### config.mk
export PLATFORM = sky130hd
export DESIGN_NAME = rrtd_ram
export DESIGN_NICKNAME = d
export VERILOG_FILES = /design/src/sv/rotation_reflection_twin_detector_top_assert.svh /design/src/sv/rrtd_ram.sv
export SDC_FILE = /design/constraint.sdc
export NUM_CORES = 1
export LEC_CHECK = 0
export ABC_AREA = 1
export BUFFER_PORTS_ARGS = -buffer_cell sky130_fd_sc_hd__buf_2
export CAP_MARGIN = 30
export CORE_ASPECT_RATIO = 0.8
export CORE_MARGIN = 8
export CORE_UTILIZATION = 55
export DETAILED_ROUTE_END_ITERATION = 6
export PLACE_DENSITY = 0.75
export SKIP_LAST_GASP = 1
export SYNTH_ARGS = -nofsm -noshare
export SYNTH_HDL_FRONTEND = slang
export SYNTH_SLANG_ARGS = --single-unit
### constraint.sdc
create_clock -name clk -period 1.61 [get_ports clk]
set_input_delay 0.2415 -clock clk [delete_from_list [all_inputs] [get_ports clk]]
set_output_delay 0.2415 -clock clk [all_outputs]
set_load 0.01 [all_outputs]
### src/sv/rotation_reflection_twin_detector_top_assert.svh
// Assertion macros shared by the twin detector RTL.
`ifndef ROTATION_REFLECTION_TWIN_DETECTOR_TOP_ASSERT_SVH
`define ROTATION_REFLECTION_TWIN_DETECTOR_TOP_ASSERT_SVH

// Same-cycle implication, sampled on clk, off while rst_n is low.
`define RRTD_ASSERT_IMP(lbl, ante, cons, msg) \
  lbl: assert property (@(posedge clk) disable iff (!rst_n) (ante) |-> (cons)) \
    else $error(msg);

// Next-cycle implication, sampled on clk, off while rst_n is low.
`define RRTD_ASSERT_NXT(lbl, ante, cons, msg) \
  lbl: assert property (@(posedge clk) disable iff (!rst_n) (ante) |=> (cons)) \
    else $error(msg);

`endif

### src/sv/rrtd_ram.sv
// Generic single-write, single-read RAM with registered read data.
module rrtd_ram #(
  parameter int WIDTH = 8,
  parameter int DEPTH = 16,
  localparam int AW = (DEPTH > 1) ? $clog2(DEPTH) : 1
) (
  input  logic             clk,
  input  logic             we,
  input  logic [AW-1:0]    waddr,
  input  logic [WIDTH-1:0] wdata,
  input  logic [AW-1:0]    raddr,
  output logic [WIDTH-1:0] rdata
);

  logic [WIDTH-1:0] mem [DEPTH];

  always_ff @(posedge clk) begin
    if (we) begin
      mem[waddr] <= wdata;
    end
    rdata <= mem[raddr];
  end

endmodule

==> results list <==
- Outcome: complete, no violations
- Setup repair after global routing left no endpoint under its margin.
- In this run the worst setup path begins at rdata[3].
- In this run the count of I/O pins placed on the die edge is 26.
- Fmax: 0.8516 GHz
* Residual DRC count: 0
- After clock tree synthesis, the flow added hold-fix buffers numbering 0.
- Share of the clock period used by the worst path after layout: 72.94%
- Post-layout power: 8.477 mW
- Cell type with the highest aggregate area in the netlist: sky130_fd_sc_hd__edfxtp_1
* Site Rows: 33
- TritonRoute pass-1 iters: 4
- Global routing consumed, over all layers together, 19.33% of the routing resources.
* Startpoint of the most critical register-to-register path: mem[9][5]
* Global-route wire length before repair: 19.80 mm
- Summing the areas of all xor and xnor instances in the mapped netlist gives 0% of the synthesized area.
* Multiplexer share of the synthesized area: 0%
- Max clock buf depth: 2
* Number of warnings printed during yosys synthesis: 0
- The setup path with the least slack is of type reg2out.
* Syn_nets: 569
- The count of pins over their slew limit was 0.
* HPWL after detailed placement: 8.089 mm
- Power density relative to cell area: 1258 nW/µm²
- Sequential share of the synthesized area: 69.43%
* Vertical extent of the die: 107.6 µm
- Antenna violations before repair: 0
* Core region area: 10240 µm²
- List of most frequent post-synthesis cells: 173 x sky130_fd_sc_hd__nand2_1, 128 x sky130_fd_sc_hd__edfxtp_1, 100 x sky130_fd_sc_hd__inv_1
* Final Wtd Congestion: 0.8411
- The top cell type by area accounts for 66.65% of the synthesized area.
- The synthesized netlist devotes 0% of its cell area to compound gates.
- The routed design has 12.60 mm of wire.
- Number of nets in the final layout: 613
- The worst hold path begins at raddr[3].
- The number of antenna diodes in the final layout is 0.
- Buffers added to address setup during post-CTS repair amount to 0.
* Reg2reg setup slack: 0.52 ns
- Dominant register cell in the synthesized netlist: sky130_fd_sc_hd__edfxtp_1
* Count of port buffers added during placement: 25
* Final setup skew: 0.004349 ns
* Share of synthesized cell area in full adder, half adder and majority cells: 0%
- Clock insertion delay at the later pin of the skew report: 0.41 ns
- Highest-delay cell along the critical path: sky130_fd_sc_hd__dfxtp_1
- For this run the aggregate overflow at the end of global routing stands at 0.
- Area contributors post-synth: sky130_fd_sc_hd__edfxtp_1 67%, sky130_fd_sc_hd__nand2_1 11%, sky130_fd_sc_hd__nand3_1 8.4%, sky130_fd_sc_hd__inv_1 6.5%, sky130_fd_sc_hd__dfxtp_1 2.8%
- After Yosys synthesis, and, or, nand and nor cells account for 21.05% of the synthesized area.
* Max-cap check violation count: 0
- Number of H-tree levels: 4
- From synthesis to final layout, the design area changed by 16.84%.
- Setup-violating endpoint count in the final report: 0
- Antenna Nets Post-Route: 0
* Cell Chain, Critical Path: buf_2
* Count of cells resized by post-cts repair: 0
- First DRT Iteration DRCs: 368
- Proportion of layout cells with a drive suffix above 1: 13.16%
- IR analysis of the VDD net gives a maximum drop of 0.8927 mV.
* Clock-pin slew of the registers on the worst-case setup and hold paths: 0.05 ns
- Setup TNS: 0 ns
* Pin count of the biggest net entering global routing: 39
* Final-layout worst hold slack: 0.1777 ns
- Measured along the x axis, the die boundary spans 130.5 µm.
- At the worst endpoint, the arrival time is 0.93 ns.
- Transition time at the pin with the least slew margin: 0.6300 ns
- Endpoint required time on the critical path: 1.37 ns
* CP Buf/Inv Count: 1
* Async S/R FF share, synth: 0%
- In this run the clock root is driven by a sky130_fd_sc_hd__clkbuf_16.
- The tree built by TritonCTS fans out to 136 sinks.
- Met3 routed wirelength: 1.098 mm
- The total count of hold-check failures in the final report was 0.
* Max-slew headroom at the worst pin: 57.95%
- The largest single stage delay on the critical path is 0.37 ns.
- Number of unique standard cell types used by synthesis: 12
* Highest layer used for signal routing: met4
- Buffers inserted during clock tree synthesis total 17.
- After detailed routing, the wire length on met1 is 5.407 mm.
- Min-Delay Path Class: in2reg
* Register bit count reported by yosys: 136
* Starting density of the core: 56.32%
- Synthesis produced 551 cells.
- In the post-synthesis netlist, the cell with the most instances is sky130_fd_sc_hd__nand2_1.
* Number of global-route vias before repair: 3833
- Vias per std cell: 5.231
- Final Critical Period: 1.174 ns
- Combinational family with the most area after synthesis: simple AND/OR/NAND/NOR gates
* Detail Route met2 WL: 5.940 mm
* Via count: 3913
* Clock tree from TritonCTS: built
- Crit Path Max Fanout: 1
* Post-synthesis cell area: 5767 µm²
* Count of flip-flops with a built-in enable after synthesis: 128
* Kind of cell with the highest combined delay on the critical path: flip-flops
* Static leakage: 2.961 nW
- After detailed routing, the average wire length per cell comes to 16.85 µm.
* Syn_area_per_cell: 10.47 µm²
- The floorplan step defined a die boundary enclosing 14040 µm².
* Endpoint class of the critical path: primary output
- Kind of start point of the critical path: flop
## path summary, 6_finish.rpt
check                  end  cells past startpoint
setup / recovery  rdata[3]                      1
hold / removal    rdata[6]                      3
setup reg to reg  rdata[5]                      6
hold reg to reg   rdata[7]                      6
## layout by cell type (no fill, tap or decap)
| cell type | n |
|---|---|
| sky130_fd_sc_hd__clkbuf_1 | 3 |
| sky130_fd_sc_hd__inv_1 | 100 |
| sky130_fd_sc_hd__buf_4 | 21 |
| sky130_fd_sc_hd__clkinv_4 | 1 |
| sky130_fd_sc_hd__buf_12 | 3 |
| sky130_fd_sc_hd__clkinv_2 | 3 |
| sky130_fd_sc_hd__edfxtp_1 | 128 |
| sky130_fd_sc_hd__nand2_1 | 173 |
| sky130_fd_sc_hd__dfxtp_1 | 8 |
| sky130_fd_sc_hd__clkbuf_8 | 5 |
| sky130_fd_sc_hd__nand3b_1 | 2 |
| sky130_fd_sc_hd__buf_2 | 25 |
| sky130_fd_sc_hd__nor2_1 | 17 |
| sky130_fd_sc_hd__inv_2 | 2 |
| sky130_fd_sc_hd__nand3_1 | 97 |
| sky130_fd_sc_hd__bufinv_16 | 3 |
| sky130_fd_sc_hd__clkbuf_16 | 17 |
## kinds of logic (layout without fill, tap and decap cells)
family        count (synthesis)  after routing
buf+inv                     126            183
flops                       136            136
simple gates                289            289
## metal layers
metal	vias up	track usage, %
met3	17	6.040
met1	1861	25.86
met4	0	8.095
met5	-	0
li1	1861	-
met2	174	28.64
## layout make-up
class	count	area, µm²
Sequential cell	136	4004
Timing Repair Buffer	49	342.8
Fill cell	834	3502
Clock inverter	7	113.9
Inverter	102	382.9
Multi-Input combinational cell	289	1214
Clock buffer	25	505.5
Tap cell	140	175.2
## flip-flops by register name, summed over array words and instances, names as in the netlist
| signal | count |
|---|---|
| rdata | 8 |
| mem | 128 |
## worst register-to-register path, cell delays in order, from the launching register on
cell and delay, ns:
sky130_fd_sc_hd__edfxtp_1 0.35, sky130_fd_sc_hd__inv_1 0.07, sky130_fd_sc_hd__nand2_1 0.05, sky130_fd_sc_hd__nand3_1 0.10, sky130_fd_sc_hd__nand3_1 0.13, sky130_fd_sc_hd__nand3_1 0.17
sky130_fd_sc_hd__nand2_1 0.09
## stage by stage
stage,setup WS [ns],utilization [%],instances,instance area (µm²)
CTS,0.4155,65.80,748,6738
global route,0.3962,65.80,748,6738
floorplan,0.4177,-,551,5767
finish,0.4357,65.80,748,6738
global placement,0.2279,59.75,716,6118
detailed placement,0.2185,59.75,716,6118
## where the power goes
group / switching (mW) / total, mW / internal, mW
clock network: 1.35 / 3.99 / 2.64
logic: 0.349 / 0.501 / 0.152
registers: 0.0255 / 3.99 / 3.96
No activity file was read; power rests on OpenSTA's default activity.
