--- src/sv/rotation_reflection_twin_detector_top_assert.svh ---
// Assertion macros shared by the twin detector RTL.
`ifndef ROTATION_REFLECTION_TWIN_DETECTOR_TOP_ASSERT_SVH
`define ROTATION_REFLECTION_TWIN_DETECTOR_TOP_ASSERT_SVH

// Same-cycle implication, sampled on clk, off while rst_n is low.
`define RRTD_ASSERT_IMP(lbl, ante, cons, msg) \
  lbl: assert property (@(posedge clk) disable iff (!rst_n) (ante) |-> (cons)) \
    else $error(msg);

// Next-cycle implication, sampled on clk, off while rst_n is low.
`define RRTD_ASSERT_NXT(lbl, ante, cons, msg) \
  lbl: assert property (@(posedge clk) disable iff (!rst_n) (ante) |=> (cons)) \
    else $error(msg);

`endif

--- src/sv/rrtd_pkg.sv ---
// Constants and types of the twin detector.
package rrtd_pkg;

  localparam int BUCKETS  = 1024;
  localparam int SLOTS    = 4;
  localparam int ARM_BITS = 31;
  localparam int ARMS     = 6;

  localparam int BKT_W  = $clog2(BUCKETS);
  localparam int SLOT_W = (SLOTS > 1) ? $clog2(SLOTS) : 1;
  localparam int FILL_W = $clog2(SLOTS + 1);
  localparam int REC_DEPTH = BUCKETS * SLOTS;
  localparam int REC_AW = (REC_DEPTH > 1) ? $clog2(REC_DEPTH) : 1;
  localparam int REC_W  = ARMS * ARM_BITS;

  typedef logic [ARM_BITS-1:0] arm_t;
  typedef logic [ARMS-1:0][ARM_BITS-1:0] rec_t;

  // Bucket index: sum of the six values modulo BUCKETS (power of two).
  function automatic logic [BKT_W-1:0] bucket_of(input rec_t r);
    logic [BKT_W-1:0] acc;
    acc = '0;
    for (int j = 0; j < ARMS; j++) begin
      acc = acc + BKT_W'(r[j]);
    end
    return acc;
  endfunction

endpackage

--- src/sv/rrtd_cmp.sv ---
// Record equality under all six rotations and their reflections.
module rrtd_cmp import rrtd_pkg::*; (
  input  rec_t a,
  input  rec_t b,
  output logic hit
);

  always_comb begin
    logic [ARMS-1:0] fwd;
    logic [ARMS-1:0] rev;
    int fi;
    int ri;
    fwd = '1;
    rev = '1;
    for (int s = 0; s < ARMS; s++) begin
      for (int i = 0; i < ARMS; i++) begin
        fi = s + i;
        if (fi >= ARMS) begin
          fi = fi - ARMS;
        end
        ri = s + ARMS - i;
        if (ri >= ARMS) begin
          ri = ri - ARMS;
        end
        if (a[i] != b[fi]) begin
          fwd[s] = 1'b0;
        end
        if (a[i] != b[ri]) begin
          rev[s] = 1'b0;
        end
      end
    end
    hit = |(fwd | rev);
  end

endmodule

--- config.mk ---
export PLATFORM = sky130hd
export DESIGN_NAME = rrtd_cmp
export DESIGN_NICKNAME = d
export VERILOG_FILES = /design/src/sv/rotation_reflection_twin_detector_top_assert.svh /design/src/sv/rrtd_pkg.sv /design/src/sv/rrtd_cmp.sv
export SDC_FILE = /design/constraint.sdc
export NUM_CORES = 1
export LEC_CHECK = 0
export ABC_CLOCK_PERIOD_IN_PS = 2500
export BUFFER_PORTS_ARGS = -buffer_cell sky130_fd_sc_hd__buf_4
export CORE_MARGIN = 2
export CORE_UTILIZATION = 40
export DETAILED_ROUTE_END_ITERATION = 16
export SLEW_MARGIN = 0
export SYNTH_ARGS = -nofsm -noshare
export SYNTH_HDL_FRONTEND = slang
export SYNTH_SLANG_ARGS = --single-unit
--- constraint.sdc ---
create_clock -name vclk -period 2.5
set_clock_uncertainty 0.15 [all_clocks]
set_input_delay 0.25 -clock vclk [all_inputs]
set_output_delay 0.25 -clock vclk [all_outputs]
set_load 0.01 [all_outputs]
==> results of run 1 <==
==> stage by stage <==
step / hold WS (ns) / instances
2_1_floorplan: 0.806 / 1879
3_3_place_gp: 1.23 / 2982
3_5_place_dp: 1.19 / 2982
4_1_cts: 1.20 / 2986
==> kinds of logic after synthesis <==
kind of cell              count (synthesis)  share of synthesized area
AOI/OAI and AO/OA                        13                    0.00685
xor gates and xnor gates               1111                      0.692
and+or+nand+nor                         378                      0.167
buffers and inverters                   377                      0.135
==> timing repair <==
action / 4_1_cts
setup buffers: 4
resized for setup: 104
endpoints found under the setup margin: 1
gates cloned: 0
pin swaps: 46
==> per-layer routing <==
metal  track usage  GRT overflow
met5         0.194             0
met4         0.670            61
met3         0.578             6
met2         0.867            53
met1         0.758             0
==> cells in the mapped netlist (all sizes together) (3+ instances only) <==
| cell | instances |
|---|---|
| buf | 338 |
| clkbuf | 34 |
| inv | 3 |
| nand2 | 12 |
| nand4 | 246 |
| nor3 | 7 |
| nor4 | 111 |
| o22ai | 6 |
| xnor2 | 896 |
| xor2 | 215 |
==> out/results.txt, run 1 <==
Starting Density = 0.407
Post-DP HPWL = 107000 um
Synth area leader = xnor2_1
Cells after Synth = 1879
Post-Synthesis Net Count = 2251
GP Congestion = 1.33
status = stopped before the end
Failed at = global routing
Synth Warn # = 0
Die Y-Extent = 192 um
share of the synthesized area in the top cell type = 0.558
syn_area_per_cell = 7.48 um^2
vias in the first global route = 20200
# rows = 68
Yosys cell types = 21
cts hold-fix bufs = 0
Post-DP Area = 21000 um^2
Halt Reason = [ERROR GRT-0116] Global routing finished with congestion. Check the congestion regions in the DRC Viewer.
Port-buffer cells = 373
first-pass GRT wire length = 179000 um
die width = 192 um
dpl ws = -0.754 ns
synth top area cells = xnor2_1, xor2_1, buf_2
total standard cell area after synthesis = 14100 um^2
largest net degree at the start of global routing = 8
total I/O pin count = 373
total global-route track usage = 0.723
post-synthesis sequential area ratio = 0
Overflow after GRT = 120
==> run 2, diff against run 1 <==
--- a/config.mk
+++ b/config.mk
@@ -8,8 +8,9 @@
 export ABC_CLOCK_PERIOD_IN_PS = 2500
 export BUFFER_PORTS_ARGS = -buffer_cell sky130_fd_sc_hd__buf_4
 export CORE_MARGIN = 2
-export CORE_UTILIZATION = 40
+export CORE_UTILIZATION = 25
 export DETAILED_ROUTE_END_ITERATION = 16
+export PLACE_DENSITY_LB_ADDON = 0.15
 export SLEW_MARGIN = 0
 export SYNTH_ARGS = -nofsm -noshare
 export SYNTH_HDL_FRONTEND = slang
==> out/results.txt, run 2 <==
status = finished, violations left
failing checks = negative setup slack
mux share of post-synthesis cell area = 0 (unchanged)
Layout Nets = 3100
Starting Density = 0.254 (-0.153)
Synth Area in Adders = 0 (unchanged)
Final Hold Viols = 0
share of the synthesized area in the top cell type = 0.558 (unchanged)
detail-routed via count per cell = 5.64
Static Leak = 0.00931 uW
setup ws final = -0.668 ns
Synth area leader = xnor2_1
M2 GR Usage = 0.714
Max-slew headroom = 0.348
M3 GR Usage = 0.197
first-pass GRT wire length = 191000 um
Hold Crit Depth = 7
crit start category = input pin
total of max-cap violations = 0
total global-route track usage = 0.514
gr busiest metal = met2
Post-Synthesis Net Count = 2251 (unchanged)
Req. time, crit path = 2.10 ns
CP endpoint kind = primary output
fin util = 0.424
FMAX = 0.316 GHz
# rows = 86 (+26%)
post-synthesis sequential area ratio = 0 (unchanged)
Synth Warn # = 0 (unchanged)
Hold Path Class = in -> out
initial antenna violation count = 9
Critical Path Fanout Max = 4
initial drt markers = 3043
Cells after Synth = 1879 (unchanged)
Area growth syn-to-layout = 66.8%
Worst Setup Path Type = in -> out
ANT nets after route = 0
die width = 241 um (+26%)
sum of negative setup slack = -0.668 ns
FILL cells = 5861
xor-xnor portion of the synthesized cell area = 0.692 (unchanged)
syn_area_per_cell = 7.48 um^2 (unchanged)
Tmin final = 3.17 ns
Post-DP HPWL = 134000 um (+26%)
# DRC = 0
Storage cell area = 0 um^2
commonest non-fill, non-tap cell in the layout = buf_4
count leader, synth = xnor2_1
total I/O pin count = 373 (unchanged)
unrepaired setup endpoints after global routing = true
Port-buffer cells = 373 (unchanged)
complex-gate fraction of the synthesized area = 0.00685 (unchanged)
setup violators final = 1
GP Congestion = 1.19 (-10%)
Yosys cell types = 21 (unchanged)
Worst EP arrival = 2.77 ns
seq_cells = 0
Vias = 19600
PwrDens = 266 nW/um^2
Slew @ Worst Pin = 0.975 ns
Die Y-Extent = 241 um (+26%)
most frequent cells in the layout = buf_4, xnor2_1, nand4_1
top cells by count, synth = xnor2_1, buf_2, nand4_1
total standard cell area after synthesis = 14100 um^2 (unchanged)
core area = 55300 um^2
cts hold-fix bufs = 0 (unchanged)
vias in the first global route = 19000
simple-gate share of the synthesized area = 0.167 (unchanged)
main combinational cell family by area after synthesis = XOR/XNOR gates
Final period util = 1.27
clkbuf count = 0
wirelength, routed = 153000 um
Die Area = 58200 um^2
Overflow after GRT = 0
layout cells sized above 1 = 0.464
largest net degree at the start of global routing = 7
Slew Viols, Final = 0
Max rail drop VDD = 0.000153 V
Pre-Repair DR Iteration Count = 5
wire length per cell = 44.0 um
GRT met1 Usage = 0.612
synth top area cells = xnor2_1, xor2_1, buf_2
## run 2: cell counts after synthesis
No cell type changed its count.
## run 2: cells by family after synthesis
| kind of cell | count (synthesis) |
|---|---|
| AOI/OAI and AO/OA | 13 |
| xor gates and xnor gates | 1111 |
| buffers and inverters | 377 |
| and+or+nand+nor | 378 |
## run 2: timing repair
item                       4_1_cts  5_1_grt
gates resized for setup         57       15
buffers inserted                 5        0
pin swaps                       23        9
setup endpoints to repair        1        1
## run 2: stage by stage
stage	setup WS (ns)	hold WS (ns)	total power [uW]	instances	cell area [um^2]
2_1_floorplan	0.599	0.806	2430	1879	14100
3_3_place_gp	-1.30	1.32	5820	3469	22900
3_5_place_dp	-1.19	1.32	5780	3469	22900
4_1_cts	-0.403	1.34	5890	3474	23300
5_1_grt	-0.658	1.38	6170	3474	23400
6_report	-0.668	1.36	6240	3482	23500
## run 2: critical path, stage by stage
cell and delay [ns]:
buf_8 0.12, buf_6 0.13, xnor2_4 0.19, nand4_1 0.43, nor4_4 0.62, nand4_1 0.19
buf_6 0.18, o22ai_2 0.14, nand4_1 0.10, nand4_1 0.23, buf_4 0.17
## run 2: layout make-up
class	instances	area, um^2	area share
Inverter	5	21.3	0.000907
Multi-Input combinational cell	1502	12600	0.537
Timing Repair Buffer	1219	9890	0.422
Antenna cell	8	20.0	0.000853
Tap cell	748	936	0.0399
## run 2: power breakdown
| group | switching, uW | internal [uW] |
|---|---|---|
| logic | 3590 | 2650 |
| clock network | 0 | 0.0000337 |
| registers | 0 | 0 |
## run 2: per-layer routing
layer	up-vias	routed length [um]
li1	7745	-
met1	9446	56500
met2	1874	59600
met3	566	20100
met4	2	17100
met5	-	12
## run 2: worst paths after layout
check / startpoint / end / slack, ns
min: b[21] / hit / 1.36
max: b[68] / hit / -0.67
No activity file was read; power rests on OpenSTA's default activity.
